--- src/tarq_pkg.sv ---
// Shared types and constants for the tilt auto-rotation qualifier.
// No dependencies; used by every module of the block under src.
package tarq_pkg;

	// Result status codes
	typedef enum logic [3:0] {
		ST_CHANGED   = 4'd0,
		ST_DISABLED  = 4'd1,
		ST_TOO_SOON  = 4'd2,
		ST_PAUSED    = 4'd3,
		ST_READ_FAIL = 4'd4,
		ST_UNSETTLED = 4'd5,
		ST_SAME      = 4'd6,
		ST_LOCK_BUSY = 4'd7,
		ST_PAUSE_OK  = 4'd8
	} status_t;

	// Item function codes
	typedef enum logic {
		FUNC_POLL  = 1'b0,
		FUNC_PAUSE = 1'b1
	} func_t;

	// Register indexes on the APB port (byte address 4*index)
	typedef enum logic [1:0] {
		REG_ENABLE    = 2'd0,
		REG_DEAD_ZONE = 2'd1,
		REG_INTERVAL  = 2'd2,
		REG_SETTLE    = 2'd3
	} reg_idx_t;

	localparam int unsigned AddrW = 4;
	localparam int unsigned DataW = 32;

	// Magnitude of a 16-bit signed sample, up to 32768, is held in 17 bits
	localparam int unsigned MagW  = 17;
	// 115 * 32768 fits in 24 bits
	localparam int unsigned ProdW = 24;

	// Dominance ratio 115/100, kept as integer weights
	localparam logic [6:0] DomNum = 7'd115;
	localparam logic [6:0] DomDen = 7'd100;

	// Rotation codes: 0, 90, 180, 270 degrees
	typedef logic [1:0] rot_t;
	localparam rot_t ROT_0   = 2'd0;
	localparam rot_t ROT_90  = 2'd1;
	localparam rot_t ROT_180 = 2'd2;
	localparam rot_t ROT_270 = 2'd3;

	// Register reset values
	localparam logic        EnableRst   = 1'b1;
	localparam logic [14:0] DeadZoneRst = 15'd350;
	localparam logic [15:0] IntervalRst = 16'd400;
	localparam logic [3:0]  SettleRst   = 4'd3;

	// Configuration bundle handed from the register file to the datapath
	typedef struct packed {
		logic        enable;
		logic [14:0] dead_zone_mg;
		logic [15:0] poll_interval_ms;
		logic [3:0]  settle_count;
	} cfg_t;

endpackage

--- src/tarq_cfg_regs.sv ---
// APB-style configuration register file for the tilt qualifier.
// Depends on tarq_pkg for register indexes, reset values and cfg_t.
module tarq_cfg_regs (
	input  logic                        clk,
	input  logic                        arst_n,
	input  logic                        psel,
	input  logic                        penable,
	input  logic                        pwrite,
	input  logic [tarq_pkg::AddrW-1:0]  paddr,
	input  logic [tarq_pkg::DataW-1:0]  pwdata,
	output logic [tarq_pkg::DataW-1:0]  prdata,
	output logic                        pready,
	output tarq_pkg::cfg_t              cfg
);

	tarq_pkg::cfg_t   cfg_q;
	tarq_pkg::reg_idx_t idx;
	logic             wr_en;

	assign idx    = tarq_pkg::reg_idx_t'(paddr[3:2]);
	assign wr_en  = psel && penable && pwrite;
	assign pready = 1'b1;
	assign cfg    = cfg_q;

	// Register writes on the access phase
	always_ff @(posedge clk or negedge arst_n) begin
		if (!arst_n) begin
			cfg_q.enable           <= tarq_pkg::EnableRst;
			cfg_q.dead_zone_mg     <= tarq_pkg::DeadZoneRst;
			cfg_q.poll_interval_ms <= tarq_pkg::IntervalRst;
			cfg_q.settle_count     <= tarq_pkg::SettleRst;
		end else if (wr_en) begin
			case (idx)
				tarq_pkg::REG_ENABLE:    cfg_q.enable           <= pwdata[0];
				tarq_pkg::REG_DEAD_ZONE: cfg_q.dead_zone_mg     <= pwdata[14:0];
				tarq_pkg::REG_INTERVAL:  cfg_q.poll_interval_ms <= pwdata[15:0];
				tarq_pkg::REG_SETTLE:    cfg_q.settle_count     <= pwdata[3:0];
				default: ;
			endcase
		end
	end

	// Read mux
	always_comb begin
		case (idx)
			tarq_pkg::REG_ENABLE:    prdata = {31'd0, cfg_q.enable};
			tarq_pkg::REG_DEAD_ZONE: prdata = {17'd0, cfg_q.dead_zone_mg};
			tarq_pkg::REG_INTERVAL:  prdata = {16'd0, cfg_q.poll_interval_ms};
			tarq_pkg::REG_SETTLE:    prdata = {28'd0, cfg_q.settle_count};
			default:                 prdata = '0;
		endcase
	end

endmodule

--- src/tarq_classify.sv ---
// Rotation classifier: dead zone and dominant-axis sign test on one sample.
// Depends on tarq_pkg for widths, dominance weights and rotation codes.
module tarq_classify (
	input  logic signed [15:0] accel_x,
	input  logic signed [15:0] accel_y,
	input  logic [14:0]        dead_zone_mg,
	input  tarq_pkg::rot_t     shown,
	output tarq_pkg::rot_t     want
);

	logic [tarq_pkg::MagW-1:0]  mag_x, mag_y, dz;
	logic [tarq_pkg::ProdW-1:0] x_den, y_den, x_num, y_num;
	logic                       x_pos, y_pos, in_dead;

	// Magnitudes (17 bits so that -32768 is exact)
	always_comb begin
		mag_x = accel_x[15] ? tarq_pkg::MagW'(17'd0 - {accel_x[15], accel_x})
		                    : tarq_pkg::MagW'({1'b0, accel_x});
		mag_y = accel_y[15] ? tarq_pkg::MagW'(17'd0 - {accel_y[15], accel_y})
		                    : tarq_pkg::MagW'({1'b0, accel_y});
	end

	assign x_pos = !accel_x[15] && (accel_x != 16'sd0);
	assign y_pos = !accel_y[15] && (accel_y != 16'sd0);

	assign dz      = {2'b00, dead_zone_mg};
	assign in_dead = (mag_x < dz) && (mag_y < dz);

	// Constant-weight products for the 115/100 dominance test
	assign x_den = tarq_pkg::ProdW'(mag_x) * tarq_pkg::ProdW'(tarq_pkg::DomDen);
	assign y_den = tarq_pkg::ProdW'(mag_y) * tarq_pkg::ProdW'(tarq_pkg::DomDen);
	assign x_num = tarq_pkg::ProdW'(mag_x) * tarq_pkg::ProdW'(tarq_pkg::DomNum);
	assign y_num = tarq_pkg::ProdW'(mag_y) * tarq_pkg::ProdW'(tarq_pkg::DomNum);

	// Pick the rotation, holding the shown one in the dead zone or when nothing dominates
	always_comb begin
		if (in_dead) begin
			want = shown;
		end else if (x_den > y_num) begin
			want = x_pos ? tarq_pkg::ROT_90 : tarq_pkg::ROT_270;
		end else if (y_den > x_num) begin
			want = y_pos ? tarq_pkg::ROT_0 : tarq_pkg::ROT_180;
		end else begin
			want = shown;
		end
	end

endmodule

--- src/tilt_auto_rotation_qualifier.sv ---
// Top level of the tilt auto-rotation qualifier: input register, decision
// logic with qualifier state, result register. Uses tarq_pkg, tarq_cfg_regs
// and tarq_classify.
//
//   channel | handshake               | payload
//   --------+-------------------------+------------------------------------------
//   in      | in_valid / in_stall     | func now_ms accel_x accel_y read_ok
//           |                         | lock_ok pause_ms
//   out     | out_valid / out_stall   | rotation changed status
//   cfg     | psel penable pwrite     | paddr pwdata prdata (pready tied high)
//
// One item per cycle sustained while out_stall is low; an item passes through the
// input register, then the decision logic into the result register.
// The qualifier state updates when an item moves into the result register, so
// the next item sees it in the following cycle.
// Reset clears the valid flags and returns state and registers to defaults.
// A stalled result holds; the input register still takes one more transfer,
// then in_stall rises until the result is taken.
module tilt_auto_rotation_qualifier (
	input  logic                        clk,
	input  logic                        arst_n,
	// input channel
	input  logic                        in_valid,
	output logic                        in_stall,
	input  logic                        func,
	input  logic [31:0]                 now_ms,
	input  logic signed [15:0]          accel_x,
	input  logic signed [15:0]          accel_y,
	input  logic                        read_ok,
	input  logic                        lock_ok,
	input  logic [31:0]                 pause_ms,
	// output channel
	output logic                        out_valid,
	input  logic                        out_stall,
	output logic [1:0]                  rotation,
	output logic                        changed,
	output logic [3:0]                  status,
	// configuration
	input  logic                        psel,
	input  logic                        penable,
	input  logic                        pwrite,
	input  logic [tarq_pkg::AddrW-1:0]  paddr,
	input  logic [tarq_pkg::DataW-1:0]  pwdata,
	output logic [tarq_pkg::DataW-1:0]  prdata,
	output logic                        pready
);

	tarq_pkg::cfg_t cfg;

	// input register
	logic               valid_s1;
	logic               func_s1;
	logic [31:0]        now_s1;
	logic signed [15:0] ax_s1, ay_s1;
	logic               read_ok_s1, lock_ok_s1;
	logic [31:0]        pause_ms_s1;

	// qualifier state
	logic [31:0]    last_poll_q, pause_until_q;
	tarq_pkg::rot_t cand_q, shown_q;
	logic [3:0]     agree_q;

	// result register
	logic             out_valid_q;
	tarq_pkg::rot_t   rotation_q;
	logic             changed_q;
	tarq_pkg::status_t status_q;

	// decision outputs
	logic [31:0]       last_poll_d, pause_until_d;
	tarq_pkg::rot_t    cand_d, shown_d, want;
	logic [3:0]        agree_d, agree_inc;
	tarq_pkg::status_t status_d;
	logic [31:0]       since_last;

	logic out_free, advance, in_xfer;

	assign out_free = !out_valid_q || !out_stall;
	assign advance  = valid_s1 && out_free;
	assign in_stall = valid_s1 && !out_free;
	assign in_xfer  = in_valid && !in_stall;

	tarq_cfg_regs u_cfg (
		.clk     (clk),
		.arst_n  (arst_n),
		.psel    (psel),
		.penable (penable),
		.pwrite  (pwrite),
		.paddr   (paddr),
		.pwdata  (pwdata),
		.prdata  (prdata),
		.pready  (pready),
		.cfg     (cfg)
	);

	tarq_classify u_classify (
		.accel_x      (ax_s1),
		.accel_y      (ay_s1),
		.dead_zone_mg (cfg.dead_zone_mg),
		.shown        (shown_q),
		.want         (want)
	);

	// Input register control
	always_ff @(posedge clk or negedge arst_n) begin
		if (!arst_n) begin
			valid_s1 <= 1'b0;
		end else if (in_xfer) begin
			valid_s1 <= 1'b1;
		end else if (advance) begin
			valid_s1 <= 1'b0;
		end
	end

	// Input register payload
	always_ff @(posedge clk) begin
		if (in_xfer) begin
			func_s1     <= func;
			now_s1      <= now_ms;
			ax_s1       <= accel_x;
			ay_s1       <= accel_y;
			read_ok_s1  <= read_ok;
			lock_ok_s1  <= lock_ok;
			pause_ms_s1 <= pause_ms;
		end
	end

	assign since_last = now_s1 - last_poll_q;
	assign agree_inc  = (agree_q < cfg.settle_count) ? agree_q + 4'd1 : agree_q;

	// Decision chain for the item in the input register
	always_comb begin
		last_poll_d   = last_poll_q;
		pause_until_d = pause_until_q;
		cand_d        = cand_q;
		agree_d       = agree_q;
		shown_d       = shown_q;
		status_d      = tarq_pkg::ST_SAME;
		if (tarq_pkg::func_t'(func_s1) == tarq_pkg::FUNC_PAUSE) begin
			pause_until_d = now_s1 + pause_ms_s1;
			agree_d       = 4'd0;
			status_d      = tarq_pkg::ST_PAUSE_OK;
		end else if (!cfg.enable) begin
			status_d = tarq_pkg::ST_DISABLED;
		end else if (since_last < {16'd0, cfg.poll_interval_ms}) begin
			status_d = tarq_pkg::ST_TOO_SOON;
		end else begin
			last_poll_d = now_s1;
			if (now_s1 < pause_until_q) begin
				status_d = tarq_pkg::ST_PAUSED;
			end else if (!read_ok_s1) begin
				status_d = tarq_pkg::ST_READ_FAIL;
			end else if (want != cand_q) begin
				// new candidate restarts the agreement count
				cand_d   = want;
				agree_d  = 4'd0;
				status_d = tarq_pkg::ST_UNSETTLED;
			end else begin
				agree_d = agree_inc;
				if (agree_inc < cfg.settle_count) begin
					status_d = tarq_pkg::ST_UNSETTLED;
				end else if (want == shown_q) begin
					status_d = tarq_pkg::ST_SAME;
				end else if (!lock_ok_s1) begin
					status_d = tarq_pkg::ST_LOCK_BUSY;
				end else begin
					shown_d  = want;
					status_d = tarq_pkg::ST_CHANGED;
				end
			end
		end
	end

	// Qualifier state, updated as the item moves to the result register
	always_ff @(posedge clk or negedge arst_n) begin
		if (!arst_n) begin
			last_poll_q   <= '0;
			pause_until_q <= '0;
			cand_q        <= tarq_pkg::ROT_90;
			agree_q       <= '0;
			shown_q       <= tarq_pkg::ROT_90;
		end else if (advance) begin
			last_poll_q   <= last_poll_d;
			pause_until_q <= pause_until_d;
			cand_q        <= cand_d;
			agree_q       <= agree_d;
			shown_q       <= shown_d;
		end
	end

	// Result register control
	always_ff @(posedge clk or negedge arst_n) begin
		if (!arst_n) begin
			out_valid_q <= 1'b0;
		end else if (out_free) begin
			out_valid_q <= valid_s1;
		end
	end

	// Result register payload
	always_ff @(posedge clk) begin
		if (advance) begin
			rotation_q <= shown_d;
			changed_q  <= (status_d == tarq_pkg::ST_CHANGED);
			status_q   <= status_d;
		end
	end

	assign out_valid = out_valid_q;
	assign rotation  = rotation_q;
	assign changed   = changed_q;
	assign status    = status_q;

	// The shown rotation moves only together with a "changed" result
	a_shown_moves_with_change: assert property (@(posedge clk) disable iff (!arst_n)
		!$stable(shown_q) |-> out_valid_q && status_q == tarq_pkg::ST_CHANGED)
		else $error("shown rotation changed without a changed result");

	// The pause window end moves only through a pause item
	a_pause_moves_with_pause: assert property (@(posedge clk) disable iff (!arst_n)
		!$stable(pause_until_q) |-> out_valid_q && status_q == tarq_pkg::ST_PAUSE_OK)
		else $error("pause window moved without a pause item");

	// The last poll time is not taken from pause, disabled or too-soon items
	a_last_poll_source: assert property (@(posedge clk) disable iff (!arst_n)
		!$stable(last_poll_q) |-> out_valid_q
			&& status_q != tarq_pkg::ST_PAUSE_OK
			&& status_q != tarq_pkg::ST_DISABLED
			&& status_q != tarq_pkg::ST_TOO_SOON)
		else $error("last poll time updated by a rejected item");

	// A registered result reports the rotation the state now holds
	a_result_matches_state: assert property (@(posedge clk) disable iff (!arst_n)
		$past(advance) |-> rotation_q == shown_q)
		else $error("result rotation differs from shown rotation");

	// changed flag agrees with the status code
	a_changed_flag: assert property (@(posedge clk) disable iff (!arst_n)
		out_valid_q |-> changed_q == (status_q == tarq_pkg::ST_CHANGED))
		else $error("changed flag and status disagree");

endmodule
--- config.mk ---
export PLATFORM = sky130hd
export DESIGN_NAME = tilt_auto_rotation_qualifier
export DESIGN_NICKNAME = d
export VERILOG_FILES = /design/src/tarq_pkg.sv /design/src/tarq_cfg_regs.sv /design/src/tarq_classify.sv /design/src/tilt_auto_rotation_qualifier.sv
export SDC_FILE = /design/constraint.sdc
export NUM_CORES = 1
export LEC_CHECK = 0
export ABC_AREA = 1
export BUFFER_PORTS_ARGS = -buffer_cell sky130_fd_sc_hd__clkbuf_2
export CORE_MARGIN = 3
export CORE_UTILIZATION = 45
export DETAILED_ROUTE_END_ITERATION = 8
export PLACE_DENSITY = 0.61
export SETUP_SLACK_MARGIN = 0.15
export SKIP_LAST_GASP = 1
export SLEW_MARGIN = 20
export SYNTH_ARGS = -nofsm -noshare
export SYNTH_HDL_FRONTEND = slang
export SYNTH_HIERARCHICAL = 1
export SYNTH_SLANG_ARGS = --single-unit
--- constraint.sdc ---
create_clock -name clk -period 9.65 [get_ports clk]
set_input_delay 0.965 -clock clk [delete_from_list [all_inputs] [get_ports clk]]
set_output_delay 0.965 -clock clk [all_outputs]
set_load 0.02 [all_outputs]
Yosys cells after proc, flatten, opt, wreduce, memory -nomap -nowiden
Index checks and enable logic that the tools add are counted.
W data, S select, Z words.
{"block": "op_classes", "add_sub_neg": 5, "mul": 4, "n_lt_le_gt_ge": 8, "eq_ne": 7, "n_mux": 35, "bitwise": 3, "n_reduce_logical": 30}
{"operator": "$pmux W32 S4", "n": 1}
{"operator": "$gt A24 B24 Y1", "n": 2}
{"operator": "$mul A17 B7 Y24 const B", "n": 2}
{"operator": "$mul A17 B5 Y22 const B", "n": 2}
{"operator": "$lt A17 B15 Y1", "n": 2}
{"operator": "$mux W17", "n": 2}
{"operator": "$sub A1 B16 Y17 const A", "n": 2}
{"operator": "$add A32 B32 Y32", "n": 1}
{"operator": "$lt A32 B16 Y1", "n": 1}
{"operator": "$lt A32 B32 Y1", "n": 1}
{"operator": "$mux W4", "n": 8}
{"operator": "$reduce_bool A16 Y1", "n": 2}
{"operator": "$sub A32 B32 Y32", "n": 1}
{"operator": "$mux W2", "n": 14}
{"operator": "$mux W3", "n": 8}
{"operator": "$reduce_and A2 Y1", "n": 5}
{"operator": "$logic_and A1 B1 Y1", "n": 8}
{"operator": "$lt A4 B4 Y1", "n": 2}
{"operator": "$reduce_and A7 Y1", "n": 1}
{"operator": "$logic_not A1 Y1", "n": 6}
{"operator": "$reduce_bool A2 Y1", "n": 3}
{"operator": "$reduce_and A5 Y1", "n": 1}
{"operator": "$add A4 B1 Y4 const B", "n": 1}
{"operator": "$eq A2 B2 Y1 const B", "n": 2}
{"operator": "other kinds (10)", "n": 14}
{"block": "totals", "register_bits": 216, "in_bits": 142}

Logic depth before layout (Yosys ltp)
Gate-level depths: netlist of run 1.
{"block": "logic_depth", "depth_word": 17, "mapped_depth": 48, "mapped_depth_nobuf": 48}

By module
Netlist of run 1, hierarchy kept.
{"mod": "tilt_auto_rotation_qualifier", "instances": 1, "cells_each": 1499, "area_per_inst_um2": 12186.7, "seq_area_each_um2": 5037.3}
{"mod": "tarq_classify", "instances": 1, "cells_each": 1681, "area_per_inst_um2": 11469.8, "seq_area_each_um2": 0.0}
{"mod": "tarq_cfg_regs", "instances": 1, "cells_each": 241, "area_per_inst_um2": 1846.8, "seq_area_each_um2": 915.9}

Worst setup path before layout of run 1
No wires, ideal clock.
{"block": "synth_timing", "path_kind": "register -> register", "start": "register ax_s1[0]", "end": "register rotation_q[0] (netlist: rotation[0]), data pin", "setup_time_ns": 0.255, "arrival_ns": 6.992, "t_required_ns": 9.395, "slack_ns": 2.403, "path_stages_with_launch": 40, "path_buffers": 0, "path_cell_list": "edfxtp_1 -> inv_1 -> ha_1 -> nand3_1 -> nor3_1 -> or2_2 -> xor2_1 -> inv_1 -> fa_1 -> inv_1 -> fa_1 -> ha_1 -> inv_1 -> fa_1 -> inv_1 -> ha_1 -> a21oi_1 -> o21ai_0 -> [... 4 more ...] -> ha_1 -> nand2_1 -> nor2_1 -> nand2_1 -> nor2_1 -> nand2_1 -> nand3_1 -> nand2_1 -> nand2_1 -> nand2_1 -> nand2_1 -> nand2_1 -> or2_2 -> a21oi_1 -> nand2_1 -> nor2_1 -> nand4_1 -> and2_1"}
{"block": "synth_between", "elab_chain_len": 16}
{"item": "start, declared", "line_no": "tilt_auto_rotation_qualifier.sv:54", "source": "logic signed [15:0] ax_s1, ay_s1;"}
{"item": "start signal, assigned", "line_no": "tilt_auto_rotation_qualifier.sv:120", "source": "ax_s1 <= accel_x;"}
{"item": "$sub A1 B16 Y17", "line_no": "tarq_classify.sv:17", "source": "mag_x = accel_x[15] ? tarq_pkg::MagW'(17'd0 - {accel_x[15], accel_x})"}
{"item": "$mux W17 *", "line_no": "tarq_classify.sv:17"}
{"item": "$mul A17 B7 Y24", "line_no": "tarq_classify.sv:32", "source": "assign x_num = tarq_pkg::ProdW'(mag_x) * tarq_pkg::ProdW'(tarq_pkg::DomNum);"}
{"item": "$gt A24 B24 Y1", "line_no": "tarq_classify.sv:41", "source": "end else if (y_den > x_num) begin"}
{"item": "$mux W2", "line_no": "tarq_classify.sv:41"}
{"item": "$mux W2", "line_no": "tarq_classify.sv:39", "source": "end else if (x_den > y_num) begin"}
{"item": "$mux W2 *", "line_no": "tarq_classify.sv:37", "source": "if (in_dead) begin"}
{"item": "named net want[0]", "line_no": "tilt_auto_rotation_qualifier.sv:71", "source": "tarq_pkg::rot_t cand_d, shown_d, want;"}
{"item": "[... 2 more ...]"}
{"item": "$mux W2", "line_no": "tilt_auto_rotation_qualifier.sv:160", "source": "if (agree_inc < cfg.settle_count) begin"}
{"item": "$mux W2 *", "line_no": "tilt_auto_rotation_qualifier.sv:153", "source": "end else if (want != cand_q) begin"}
{"item": "$mux W2 *", "line_no": "tilt_auto_rotation_qualifier.sv:151", "source": "end else if (!read_ok_s1) begin"}
{"item": "$mux W2 *", "line_no": "tilt_auto_rotation_qualifier.sv:149", "source": "if (now_s1 < pause_until_q) begin"}
{"item": "$mux W2 *", "line_no": "tilt_auto_rotation_qualifier.sv:145", "source": "end else if (since_last < {16'd0, cfg.poll_interval_ms}) begin"}
{"item": "$mux W2 *", "line_no": "tilt_auto_rotation_qualifier.sv:143", "source": "end else if (!cfg.enable) begin"}
{"item": "$mux W2 *", "line_no": "tilt_auto_rotation_qualifier.sv:139", "source": "if (tarq_pkg::func_t'(func_s1) == tarq_pkg::FUNC_PAUSE) begin"}
{"item": "named net shown_d[0]", "line_no": "tilt_auto_rotation_qualifier.sv:71"}
{"item": "end signal, assigned", "line_no": "tilt_auto_rotation_qualifier.sv:203", "source": "rotation_q <= shown_d;"}
{"item": "end, declared", "line_no": "tilt_auto_rotation_qualifier.sv:65", "source": "tarq_pkg::rot_t rotation_q;"}
The timed path passes the listed nets; every way through them passes the cells marked *.
A chain may end at the register's enable or synchronous reset.

Worst setup path after layout of run 1
{"block": "layout_timing", "start": "register ay_s1[0]", "end": "register rotation_q[1] (netlist: rotation[1]), data pin"}
{"block": "layout_between", "elab_chain_len": 16}
{"item": "start, declared", "line_no": "tilt_auto_rotation_qualifier.sv:54"}
{"item": "start signal, assigned", "line_no": "tilt_auto_rotation_qualifier.sv:121", "source": "ay_s1 <= accel_y;"}
{"item": "$sub A1 B16 Y17", "line_no": "tarq_classify.sv:19", "source": "mag_y = accel_y[15] ? tarq_pkg::MagW'(17'd0 - {accel_y[15], accel_y})"}
{"item": "$mux W17 *", "line_no": "tarq_classify.sv:19"}
{"item": "$mul A17 B5 Y22", "line_no": "tarq_classify.sv:31", "source": "assign y_den = tarq_pkg::ProdW'(mag_y) * tarq_pkg::ProdW'(tarq_pkg::DomDen);"}
{"item": "$gt A24 B24 Y1", "line_no": "tarq_classify.sv:41"}
{"item": "$mux W2", "line_no": "tarq_classify.sv:41"}
{"item": "$mux W2", "line_no": "tarq_classify.sv:39"}
{"item": "$mux W2 *", "line_no": "tarq_classify.sv:37"}
{"item": "named net want[0]", "line_no": "tilt_auto_rotation_qualifier.sv:71"}
{"item": "[... 2 more ...]"}
{"item": "$mux W2", "line_no": "tilt_auto_rotation_qualifier.sv:160"}
{"item": "$mux W2 *", "line_no": "tilt_auto_rotation_qualifier.sv:153"}
{"item": "$mux W2 *", "line_no": "tilt_auto_rotation_qualifier.sv:151"}
{"item": "$mux W2 *", "line_no": "tilt_auto_rotation_qualifier.sv:149"}
{"item": "$mux W2 *", "line_no": "tilt_auto_rotation_qualifier.sv:145"}
{"item": "$mux W2 *", "line_no": "tilt_auto_rotation_qualifier.sv:143"}
{"item": "$mux W2 *", "line_no": "tilt_auto_rotation_qualifier.sv:139"}
{"item": "named net shown_d[1]", "line_no": "tilt_auto_rotation_qualifier.sv:71"}
Marks and branches as above.

==> flow_metrics.py, run 1 <==
metrics = {
    "status": {
        "outcome": "finished clean",
    },
    "yosys": {
        "yosysTopAreaCellShare_pct": 19.7,
        "synth_edf_count": 106,
        "synth.avg_cell_area_um2": 7.45,
        "synthFlopType": "edfxtp_1",
        "synthesis.area_um2": 25500,
        "seq_area_frac_synth_pct": 23.3,
        "ys_seq_elements": 216,
        "ys_types": 62,
        "synth.top_cells.by_area": "ha_1 20%, nand2_1 13%, edfxtp_1 12%",
        "async_flop_share_pct": 50.9,
        "synth_top_cell_by_area": "ha_1",
        "yosysWarnings": 6,
        "synthCells": 3421,
    },
    "cells_and_area": {
        "fin_nets": 4238,
        "final_common_cell": "nand2_1",
        "stdcell_count": 4372,
        "n_antenna_cell": 0,
        "syn2layout_area_growth_pct": 9.48,
        "drive_above_1_share_pct": 10.2,
        "fillCellCount": 5671,
        "final_cell_mix": "857 x nand2_1, 691 x inv_1, 401 x ha_1, 198 x nor2_1, 194 x a21oi_1",
    },
    "floorplanning": {
        "start_util_pct": 45.8,
        "ios": 184,
        "die_y_um": 244,
        "die_w_um": 244,
        "fp-row-count": 86,
        "core_area_um2": 55600,
        "die_area_um2": 59600,
    },
    "critical_path": {
        "rr_startpoint": "ay_s1[0]",
        "timing.rr.end": "rotation[1]",
        "cp_max_fo": 7,
        "required_ns": 9.94,
        "reg2reg_depth": 37,
        "r2r_slack_ns": 1.24,
        "path_class": "reg -> reg",
        "start_kind": "register",
        "cp.arrival_ns": 8.70,
        "worst_path_most_repeated_cell": "nand2_1",
        "cpPeakStageDelay_ns": 0.58,
        "slowest_stage": "fa_1",
        "end_kind": "register",
    },
    "timing": {
        "max-slew-margin-rel_pct": 33.4,
        "setup_violations": 0,
        "hold_violations": 0,
        "fin_crit_ns": 8.41,
        "fin_crit_sh_pct": 87.2,
        "tns_ns": 0,
        "fin_skew_ns": 0.0133,
        "timing.fmax_ghz": 0.119,
        "worst_pin_slew_ns": 0.991,
        "rsz0062_at_grt": "no",
        "whs_ns": 0.439,
        "slew_viol_final": 0,
    },
    "clock_network": {
        "cts_tree": "built",
        "cts-htree-levels": 1,
        "cts_hold_buf": 0,
        "clock-root-buffer": "clkbuf_16",
        "ctsResizeCount": 0,
        "cts_buffers": 25,
        "clk_latency_ns": 0.54,
        "clock_sink_count": 216,
        "post_cts_buffers": 0,
        "cts_max_path_buffers": 3,
        "path_clk_slew_ns": 0.06,
    },
    "global_routing": {
        "grt_pass1_vias": 20557,
        "overflow": 0,
        "grt_antenna_before_repair": 0,
        "grt_pass1_wl_um": 104000,
        "grt.total_usage_pct": 21.5,
        "grt_max_degree": 67,
    },
    "pwr": {
        "powerDensity_nw_per_um2": 353,
        "power.leakage_nw": 15.4,
        "vdd_drop_max_uv": 231,
    },
    "route": {
        "wire_per_inst_um": 14.6,
        "drtPass1Iterations": 5,
        "avgViaCountPerCell": 4.85,
        "drc": 0,
        "routed_wl_um": 64000,
        "ant_nets": 0,
        "drt_iter0_markers": 978,
        "num_vias": 21224,
    },
    "worst_hold_path": {
        "hp-class": "in -> async",
    },
    "place": {
        "place_hpwl_um": 54900,
        "routabilityCongestion": 0.938,
        "placedCellCount": 4327,
        "port_buffers": 148,
    },
    "job": {
        "maxCapViolations": 0,
    },
}
==> cells in the mapped netlist, drive strengths merged (2+ instances only) <==
library cell,number
o221ai,2
inv,719
dfrtp,96
xor2,103
buf,31
nand2,903
nor4,5
nand3b,8
edfxtp,106
o211ai,3
o21ai,163
and3,3
nor2,215
o31ai,5
a21oi,196
o221a,2
conb,4
fa,89
a21boi,10
xnor2,36
a221oi,2
nor3,31
o21bai,12
clkbuf,8
o21a,13
dfstp,14
nand4,56
a21o,20
nand3,126
a31oi,8
ha,401
and2,11
or2,14
==> logic make-up after synthesis <==
kind of cell / after synthesis / synth area share [%]
compound gates: 439 / 9.92
xor+xnor: 139 / 5.04
flops: 216 / 23.3
simple gates: 1374 / 23.2
buf+inv: 759 / 11.8
other cells: 4 / 0.0589
fa+ha+maj: 490 / 26.7
==> metal layers <==
metal  GRT usage (%)  wire (µm)  vias up
li1                -          -    11217
met4            7.13       2190        0
met3            1.70       1850       81
met1            26.1      27700     9611
met5               0          0        -
met2            39.9      32200      315
==> where the power goes <==
| part | internal [W] | total (W) | switching, W |
|---|---|---|---|
| Combinational | 0.00288 | 0.00762 | 0.00474 |
| Clock | 0.000518 | 0.000903 | 0.000385 |
| Sequential | 0.00119 | 0.00133 | 0.000143 |
==> critical path, delay by kind of cell (launching register included) <==
| kind | cells | cell delay [ns] |
|---|---|---|
| adders and majority gates | 7 | 2.73 |
| and+or+nand+nor | 16 | 2.38 |
| AOI/OAI and AO/OA | 6 | 1.28 |
| buffers and inverters | 6 | 0.86 |
| xor gates and xnor gates | 2 | 0.58 |
| DFF | 1 | 0.35 |
==> final cells by class <==
class                   count  area (µm²)  area share (%)
repair buffers            165         871            3.12
inverters                 720        2710            9.69
clock buffers              32         703            2.52
well taps                 748         936            3.35
multi-input cells        2478       16700            59.7
clock inverters            13        85.1           0.305
flip-flops and latches    216        5950            21.3
==> flip-flops by register name (all words and copies together), names as in the netlist, 2 cells and up <==
name	flops
u_cfg/cfg	36
agree_q	4
pause_ms_s1	32
cand_q	2
rotation	2
ax_s1	16
now_s1	32
pause_until_q	32
shown_q	2
ay_s1	16
status	4
last_poll_q	32
==> worst max-delay path by stage <==
stage / startpoint / end / slack, ns / depth (start not counted)
after floorplan: ax_s1[0] / rotation[0] / 2.40 / 39
after global placement: ay_s1[0] / rotation[0] / 1.34 / 37
after detailed placement: ay_s1[0] / rotation[1] / 1.27 / 37
after CTS: ay_s1[0] / rotation[1] / 1.26 / 37
after global routing: ay_s1[0] / rotation[0] / 0.56 / 40
final: ay_s1[0] / rotation[1] / 1.24 / 37
==> metrics by stage <==
step	power [W]	utilization [%]	cell area, µm²	worst slack, ns
final	0.00985	50.2	27900	1.24
after global routing	0.0112	50.2	27900	0.565
after floorplan	0.00720	-	25600	2.40
after detailed placement	0.00897	48.8	27100	1.27
after CTS	0.00995	50.2	27900	1.26
after global placement	0.00890	48.8	27100	1.34
No activity file was read; power rests on OpenSTA's default activity.
==> run 2: changes to the inputs <==
--- a/config.mk
+++ b/config.mk
@@ -10,5 +10,5 @@
 export CORE_MARGIN = 3
-export CORE_UTILIZATION = 45
+export CORE_UTILIZATION = 37
 export DETAILED_ROUTE_END_ITERATION = 8
-export PLACE_DENSITY = 0.61
+export PLACE_DENSITY = 0.52
 export SETUP_SLACK_MARGIN = 0.15
==> constraint.sdc (replaced) <==
create_clock -name clk -period 9.65 [get_ports clk]
set_input_delay 0.4825 -clock clk [delete_from_list [all_inputs] [get_ports clk]]
set_output_delay 0.4825 -clock clk [all_outputs]
set_load 0.02 [all_outputs]
==> run 2 against run 1 <==
- the flow now finishes with violations (hold timing)
- sequential cell count did not move
- worst hold slack worse by 0.44 ns
- sequential share of layout area decreased by 0.11 points
- global-route usage fell by 2.7 points
- clock-buffer cell count did not move
- final cell count is 3.0% higher
- wire length is 4.9% higher
- largest cell class unchanged
- largest power group unchanged
==> flow_metrics.py, run 2 (synthesis results as in run 1) <==
metrics = {
    "status": {
        "outcome": "finished, violations left",
        "violations": "hold timing",
    },
    "place": {
        "post-place-ws_ns": 1.16,
        "place_hpwl_um": 57900,
        "port_buffers": 148,
        "routabilityCongestion": 0.905,
    },
    "critical_path": {
        "r2r_slack_ns": 1.12,
        "cp.arrival_ns": 8.82,
        "reg2reg_depth": 39,
        "path_class": "reg -> reg",
        "end_kind": "register",
        "timing.rr.end": "rotation[0]",
        "rr_startpoint": "ay_s1[0]",
        "worst_path_most_repeated_cell": "nand2_1",
        "required_ns": 9.94,
        "cp_max_fo": 7,
        "start_kind": "register",
        "slowest_stage": "xor2_1",
        "cpPeakStageDelay_ns": 0.65,
    },
    "global_routing": {
        "grt_antenna_before_repair": 0,
        "grt_pass1_vias": 20485,
        "overflow": 0,
        "grt_pass1_wl_um": 107000,
        "grt.total_usage_pct": 18.8,
        "grt_max_degree": 68,
    },
    "cells_and_area": {
        "final_cell_mix": "857 x nand2_1, 691 x inv_1, 401 x ha_1, 198 x nor2_1, 194 x a21oi_1",
        "fin_nets": 4242,
        "syn2layout_area_growth_pct": 10.0,
        "drive_above_1_share_pct": 10.1,
        "final_common_cell": "nand2_1",
        "n_antenna_cell": 0,
        "largest_reg_flops": 36,
    },
    "route": {
        "avgViaCountPerCell": 4.68,
        "wire_per_inst_um": 14.9,
        "ant_nets": 0,
        "drt_iter0_markers": 1038,
        "routed_wl_um": 67200,
        "num_vias": 21063,
        "drtPass1Iterations": 7,
        "drc": 0,
    },
    "floorplanning": {
        "ios": 184,
        "fp-row-count": 95,
        "core_area_um2": 67800,
        "die_area_um2": 72100,
        "die_y_um": 269,
        "die_w_um": 269,
        "start_util_pct": 37.6,
    },
    "clock_network": {
        "clk_latency_ns": 0.55,
        "clock-root-buffer": "clkbuf_16",
        "clock_sink_count": 216,
        "cts_buffers": 25,
        "path_clk_slew_ns": 0.06,
        "post_cts_buffers": 0,
        "ctsResizeCount": 0,
        "cts_max_path_buffers": 3,
        "cts-htree-levels": 1,
        "cts_tree": "built",
        "cts_hold_buf": 0,
    },
    "timing": {
        "fin_crit_ns": 8.53,
        "hold_violations": 3,
        "setup_violations": 0,
        "timing.fmax_ghz": 0.117,
        "tns_ns": 0,
        "whs_ns": -0.00357,
        "fin_crit_sh_pct": 88.4,
        "fin_skew_ns": 0.0170,
        "rsz0062_at_grt": "no",
        "slew_viol_final": 0,
        "worst_pin_slew_ns": 0.968,
        "max-slew-margin-rel_pct": 35.0,
        "final.setup.worst_slack_ns": 1.12,
    },
    "pwr": {
        "power.leakage_nw": 15.4,
        "powerDensity_nw_per_um2": 351,
        "vdd_drop_max_uv": 197,
    },
    "worst_hold_path": {
        "hp-class": "in -> async",
    },
    "job": {
        "maxCapViolations": 0,
    },
}
-- run 2: area by class of cell --
type,count,area (µm²)
multi-input cells,2478,16700
clock buffers,32,652
repair buffers,169,901
flip-flops and latches,216,5950
well taps,873,1090
fillers,7139,39700
clock inverters,13,90.1
inverters,720,2710
-- run 2: worst max-delay path, delay by kind of cell (launching register included) --
family          cells  cell delay [ns]
simple gates       22             3.37
buf+inv             7             0.89
flops               1             0.62
xor+xnor            2             0.79
compound gates      2             0.39
fa+ha+maj           6             2.21
-- run 2: how the worst max path moves through the flow --
stage	from	endpoint	slack [ns]
global route	ay_s1[0]	rotation[0]	0.31
CTS	ay_s1[0]	rotation[0]	1.14
floorplan	ax_s1[0]	rotation[0]	2.40
finish	ay_s1[0]	rotation[0]	1.12
global placement	ay_s1[0]	rotation[1]	1.17
detailed placement	ay_s1[0]	rotation[0]	1.16
-- run 2: power by group --
group | switching [W] | leakage [nW] | internal, W
clock network | 0.000386 | 0.365 | 0.000503
registers | 0.000142 | 2.38 | 0.00119
logic | 0.00476 | 12.7 | 0.00287
-- run 2: metal layers --
layer | vias up | GRT usage (%) | routed length [µm]
li1 | 11225 | - | -
met2 | 275 | 35.2 | 34200
met1 | 9494 | 23.1 | 29400
met4 | 0 | 4.90 | 1750
met3 | 69 | 1.47 | 1730
met5 | - | 0 | 0
-- run 2: per-stage QoR --
stage	util, %	cells	power [W]	area (µm²)
2_1_floorplan	-	3453	0.00720	25600
3_3_place_gp	40.3	4456	0.00901	27300
3_5_place_dp	40.3	4456	0.00904	27300
4_1_cts	41.4	4501	0.00999	28100
5_1_grt	41.4	4501	0.0112	28100
6_report	41.4	4501	0.00984	28100
